$ cat src/hdl/bfa_pkg.sv
// ----------------------------------------------------------------------------
// bfa_pkg
// Shared types and constants of the bitmap frame allocator: field widths,
// command codes, controller states and the bit search result.
// ----------------------------------------------------------------------------
`timescale 1ns / 1ps

package bfa_pkg;

  // bitmap geometry
  localparam int unsigned WORD_BITS  = 32;
  localparam int unsigned BIT_W      = 5;
  localparam int unsigned FRAMES_DEF = 16384;

  // transaction field widths
  localparam int unsigned CMD_W   = 2;
  localparam int unsigned FRAME_W = 14;
  localparam int unsigned COUNT_W = 15;

  // command codes
  localparam logic [CMD_W-1:0] CMD_ALLOC   = 2'd0;
  localparam logic [CMD_W-1:0] CMD_FREE    = 2'd1;
  localparam logic [CMD_W-1:0] CMD_RESERVE = 2'd2;

  // controller states
  typedef enum logic [2:0] {
    ST_INIT,
    ST_IDLE,
    ST_SCAN,
    ST_MARK,
    ST_DONE
  } bfa_state_e;

  // lowest set bit of a bitmap word
  typedef struct packed {
    logic             found;
    logic [BIT_W-1:0] idx;
  } bfa_seg_t;

endpackage

$ cat src/hdl/bfa_seg_find.sv
// ----------------------------------------------------------------------------
// bfa_seg_find
// Finds the lowest set bit of a bitmap word; used to find where the current
// stretch of free or used frames ends inside a word.
// ----------------------------------------------------------------------------
`timescale 1ns / 1ps

module bfa_seg_find import bfa_pkg::*; (
  input  logic [WORD_BITS-1:0] vec_i,
  output bfa_seg_t             seg_o
);

  // priority pick, lowest index wins
  always_comb begin
    seg_o = '0;
    for (int i = WORD_BITS - 1; i >= 0; i--) begin
      if (vec_i[i]) begin
        seg_o.found = 1'b1;
        seg_o.idx   = BIT_W'(i);
      end
    end
  end

endmodule

$ cat config.mk
export PLATFORM = sky130hd
export DESIGN_NAME = bfa_seg_find
export DESIGN_NICKNAME = d
export VERILOG_FILES = /design/src/hdl/bfa_pkg.sv /design/src/hdl/bfa_seg_find.sv
export SDC_FILE = /design/constraint.sdc
export NUM_CORES = 1
export LEC_CHECK = 0
export BUFFER_PORTS_ARGS = -buffer_cell sky130_fd_sc_hd__buf_2
export CORE_AREA = 2 2 39 41
export DETAILED_ROUTE_END_ITERATION = 7
export DIE_AREA = 0 0 41 43
export PLACE_DENSITY_LB_ADDON = 0.05
export SYNTH_ARGS = -nofsm -noshare
export SYNTH_HDL_FRONTEND = slang
export SYNTH_SLANG_ARGS = --single-unit
$ cat constraint.sdc
create_clock -name vclk -period 3.98
set_input_delay 0.995 -clock vclk [all_inputs]
set_output_delay 0.995 -clock vclk [all_outputs]
set_load 0.05 [all_outputs]
==> metrics, run 1 <==
CP Max Fanout 5; die width 41 um; type of the worst setup path in2out; DR pass1 iterations 3; endpoint class of the critical path primary output; first-iteration detailed-routing DRC count 4; critical path startpoint category input pin; detailed placement HPWL 1170 um; wirelength, routed 1300 um; required time at the worst-slack endpoint 2.98 ns; sum of overflow across all layers after global routing 0; RSZ-0062 raised after global routing no; critical path's largest stage delay 0.31 ns; measured slew at the worst slew-check pin 0.441 ns; wire length of the first global-routing pass 2030 um; placeable core region 1380 um^2; Filler Cells Inserted 166; gp weighted congestion 0.737; status finished clean; Area growth syn-to-layout 57.1%; row cnt 14; worst path cell trace buf_2, nor3b_1, nor3_1, o31ai_1, o2111ai_1, a221oi_1, buf_2; final design instance area without fill 578 um^2; pin count of the biggest net entering global routing 6; Buf/Inv on CP 2; y dimension of the die 43 um; Hold-fix buffers, CTS 0; worst path arrival time 2.33 ns; count of final hold-check violations 0; placed instance area 578 um^2; Worst path most repeated cell sky130_fd_sc_hd__buf_2; sequential element share of the synthesized area 0%; Synth Area per Inst 5.66 um^2; number of distinct library cells after synthesis 23; area of the die 1760 um^2; cell area after synthesis 368 um^2; quantity of I/O buffers inserted on ports 38; sequential cell area in the final layout 0 um^2; final count of negative-setup-slack endpoints 0; number of warnings printed during yosys synthesis 0; average vias per placed instance 5.25; cells after synthesis 65; Post-CTS Setup Bufs 0; area taken by multi-input logic gates 345 um^2; classification of the worst-slack hold path in2out; post-route setup TNS 0 ns; highest clock frequency the design can meet 301 MHz; final net count 137; Slowest-stage cell, CP sky130_fd_sc_hd__buf_2; global-route usage over all layers 15.2%; max-slew violation total from the final report 0; count of vias placed by the detailed router 625; static leakage 0.269 nW; Initial Utilization 26.6%; min cycle time layout 3.32 ns; number of clock buffers in the layout 0; synthesized net count 97; number of global-route vias before repair 533; cell family with most CP delay compound AO/OA/AOI/OAI gates; Remaining DRCs 0; number of resized instances in the post-cts repair step 0; number of I/O pins 38; Ant. Diodes 0; fraction of final layout cells with drive strength greater than 1 37.9%; post-route clock period utilization 83.5%; drt wl/cell 10.9 um; power per standard cell area 85.1 nW/um^2; Antenna Violating Nets Remaining 0; Slew headroom 70.3%; max-capacitance violation count 0; Worst IR Drop VDD 0.0311 mV; layout sequential cell count 0; antenna violations before repair 0
[final timing paths]
path	start	endpoint	slack [ns]	depth (start not counted)
worst max-delay path	vec_i[28]	seg_o[0]	0.66	7
worst min-delay path	vec_i[0]	seg_o[0]	2.35	3
[kinds of logic after synthesis]
| group | after synthesis | share of synthesized area [%] |
|---|---|---|
| buf+inv | 6 | 6.12 |
| compound gates | 22 | 39.5 |
| simple gates | 37 | 54.4 |
[cells in the mapped netlist (2+ instances only)]
| cell type | instances | area [um^2] |
|---|---|---|
| sky130_fd_sc_hd__nor3_1 | 7 | 35.0 |
| sky130_fd_sc_hd__nor4_1 | 7 | 43.8 |
| sky130_fd_sc_hd__o21ai_0 | 2 | 10.0 |
| sky130_fd_sc_hd__inv_1 | 6 | 22.5 |
| sky130_fd_sc_hd__o31ai_1 | 4 | 30.0 |
| sky130_fd_sc_hd__nor3b_1 | 2 | 15.0 |
| sky130_fd_sc_hd__a21oi_1 | 7 | 35.0 |
| sky130_fd_sc_hd__nor2_1 | 10 | 37.5 |
| sky130_fd_sc_hd__or4_1 | 3 | 22.5 |
| sky130_fd_sc_hd__nand2_1 | 3 | 11.3 |
| sky130_fd_sc_hd__a2111oi_0 | 2 | 17.5 |
[layer usage]
layer / up-vias / global-route usage (%) / share of wire [%]
met5: - / 0 / 0
met4: 0 / 0 / 0
met3: 0 / 0.524 / 6.0
met2: 15 / 26.9 / 48
met1: 271 / 20.6 / 46
li1: 339 / - / -
[power breakdown]
group / internal, mW / switching, mW
Combinational: 0.0205 / 0.0287
Sequential: 0 / 0
Clock: 0 / 0
[cells in the final DEF (no fill, tap or decap)]
cell and count:
sky130_fd_sc_hd__or4_1 3, sky130_fd_sc_hd__buf_2 38, sky130_fd_sc_hd__o21ai_1 1, sky130_fd_sc_hd__a2111oi_0 2, sky130_fd_sc_hd__a21o_1 1, sky130_fd_sc_hd__o2111ai_1 1
sky130_fd_sc_hd__a211oi_1 1, sky130_fd_sc_hd__nand4_1 1, sky130_fd_sc_hd__and2_1 1, sky130_fd_sc_hd__nor3b_1 2, sky130_fd_sc_hd__nor2_1 10, sky130_fd_sc_hd__o21ai_0 2
sky130_fd_sc_hd__a21oi_1 7, sky130_fd_sc_hd__inv_1 6, sky130_fd_sc_hd__or4_4 1, sky130_fd_sc_hd__nor4_1 7, sky130_fd_sc_hd__nand2_1 3, sky130_fd_sc_hd__a21boi_1 1
sky130_fd_sc_hd__a221oi_1 1, sky130_fd_sc_hd__nor3_1 7, sky130_fd_sc_hd__nand3_1 1, sky130_fd_sc_hd__nor2b_1 1, sky130_fd_sc_hd__o31ai_1 4, sky130_fd_sc_hd__o21a_1 1
[tightest hold or removal path, delay by kind of cell]
kind	cells	cell delay [ns]
buffers and inverters	2	0.31
AOI/OAI and AO/OA	1	0.05
[through the flow]
stage,std cells,hold slack [ns],utilization [%],power [mW],setup WS [ns]
3_5_place_dp,119,2.35,41.8,0.0493,0.645
2_1_floorplan,65,2.17,-,0.0201,0.187
3_3_place_gp,119,2.35,41.8,0.0491,0.639
6_report,119,2.35,41.8,0.0492,0.657
4_1_cts,119,2.35,41.8,0.0494,0.637
5_1_grt,119,2.37,41.8,0.0543,0.526
[layout make-up]
class / instances / share of cell area [%]
Tap cell: 16 / 3.46
Timing Repair Buffer: 38 / 32.9
Inverter: 6 / 3.90
Multi-Input combinational cell: 59 / 59.7
Power figures use the tool's default switching activity.
==> inputs of run 2 (changes only) <==
==> constraint.sdc (replaced) <==
create_clock -name vclk -period 3
set_input_delay 0.75 -clock vclk [all_inputs]
set_output_delay 0.75 -clock vclk [all_outputs]
set_load 0.05 [all_outputs]
==> run 2 against run 1 <==
First-iteration DRC count rose by 75%. Design area is 3.9% higher. Hold slack lost 0.50 ns. Count of clock-buffer cells in the layout unchanged. Non-clock buffer count rose by 1. Sequential share of layout area did not move. Largest cell class unchanged.
==> metrics, run 2 (synthesis results as in run 1) <==
total power draw 0.0671 mW; y dimension of the die 43 um; classification of the worst-slack hold path in2out; area of the die 1760 um^2; worst hold slack 1.85 ns; Hold-fix buffers, CTS 0; CP Max Fanout 3; required time at the worst-slack endpoint 2.25 ns; highest-count cells in the layout ignoring fill and taps 38 x sky130_fd_sc_hd__buf_2, 10 x sky130_fd_sc_hd__nor2_1, 7 x sky130_fd_sc_hd__nor4_1, 7 x sky130_fd_sc_hd__nor3_1, 7 x sky130_fd_sc_hd__a21oi_1; measured slew at the worst slew-check pin 0.508 ns; Post-CTS Setup Bufs 0; number of resized instances in the post-cts repair step 0; pin count of the biggest net entering global routing 6; RSZ-0062 raised after global routing no; global-route usage over all layers 15.9%; Critical path origin vec_i[23]; highest clock frequency the design can meet 350 MHz; wire length of the first global-routing pass 2110 um; first-iteration detailed-routing DRC count 7; pre-CTS WS 0.151 ns; quantity of I/O buffers inserted on ports 38; Ant. Diodes 0; max-capacitance violation count 0; static leakage 0.276 nW; max-slew violation total from the final report 0; final count of negative-setup-slack endpoints 0; post-route clock period utilization 95.2%; final net count 138; wirelength, routed 1290 um; Initial Utilization 26.6%; Slew headroom 65.2%; sum of overflow across all layers after global routing 0; row cnt 14; critical path startpoint category input pin; layout sequential cell count 0; Remaining DRCs 0; Worst IR Drop VDD 0.0404 mV; status finished clean; count of vias placed by the detailed router 634; Worst Hold Path Cells 3; Post-Route Utilization 43.4%; detailed placement HPWL 1130 um; count of final hold-check violations 0; endpoint class of the critical path primary output; sequential cell area in the final layout 0 um^2; hold path start vec_i[0]; most frequent standard cell in the layout excluding fill and tap cells sky130_fd_sc_hd__buf_2; power per standard cell area 112 nW/um^2; antenna violations before repair 0; number of I/O pins 38; fraction of final layout cells with drive strength greater than 1 41.3%; gp weighted congestion 0.781; number of clock buffers in the layout 0; type of the worst setup path in2out; worst path arrival time 2.11 ns; drt wl/cell 10.7 um; Filler Cells Inserted 165; placeable core region 1380 um^2; number of global-route vias before repair 532; post-route setup TNS 0 ns; min cycle time layout 2.86 ns; average vias per placed instance 5.28; min setup slack post-route 0.144 ns; Area growth syn-to-layout 63.3%; Antenna Violating Nets Remaining 0; die width 41 um; area taken by multi-input logic gates 360 um^2; DR pass1 iterations 4
## run 2: cell count changes in the layout (fill, tap and decap cells not counted), sizes merged
cell,before,now
buf,38,39
## run 2: per-stage QoR
step / std cells / area [um^2]
2_1_floorplan: 65 / 383
3_3_place_gp: 120 / 601
3_5_place_dp: 120 / 601
4_1_cts: 120 / 601
5_1_grt: 120 / 601
6_report: 120 / 601
## run 2: final timing paths
| kind | end | slack, ns |
|---|---|---|
| min | seg_o[0] | 1.85 |
| max | seg_o[5] | 0.14 |
## run 2: area by class of cell
| cell class | instances | area share, % |
|---|---|---|
| repair buffers | 39 | 32.9 |
| multi-input cells | 59 | 60.0 |
| well taps | 16 | 3.33 |
| inverters | 6 | 3.75 |
## run 2: report_power, final
| group | switching (mW) | leakage, nW | internal [mW] | total, mW |
|---|---|---|---|---|
| combinational | 0.0390 | 0.276 | 0.0282 | 0.0671 |
| sequential | 0 | 0 | 0 | 0 |
| clock | 0 | 0 | 0 | 0 |
| total | 0.0390 | 0.276 | 0.0282 | 0.0671 |
## run 2: critical path, cell delays in order
cell and delay, ns:
sky130_fd_sc_hd__buf_2 0.11, sky130_fd_sc_hd__or4_1 0.58, sky130_fd_sc_hd__nor3_1 0.31, sky130_fd_sc_hd__nand4_1 0.13
sky130_fd_sc_hd__buf_2 0.24
## run 2: routing by layer
| metal | routed length (um) | global-route usage, % |
|---|---|---|
| met4 | 0 | 0 |
| met2 | 575 | 24.4 |
| met1 | 632 | 25.6 |
| met5 | 0 | 0 |
| met3 | 78 | 0 |
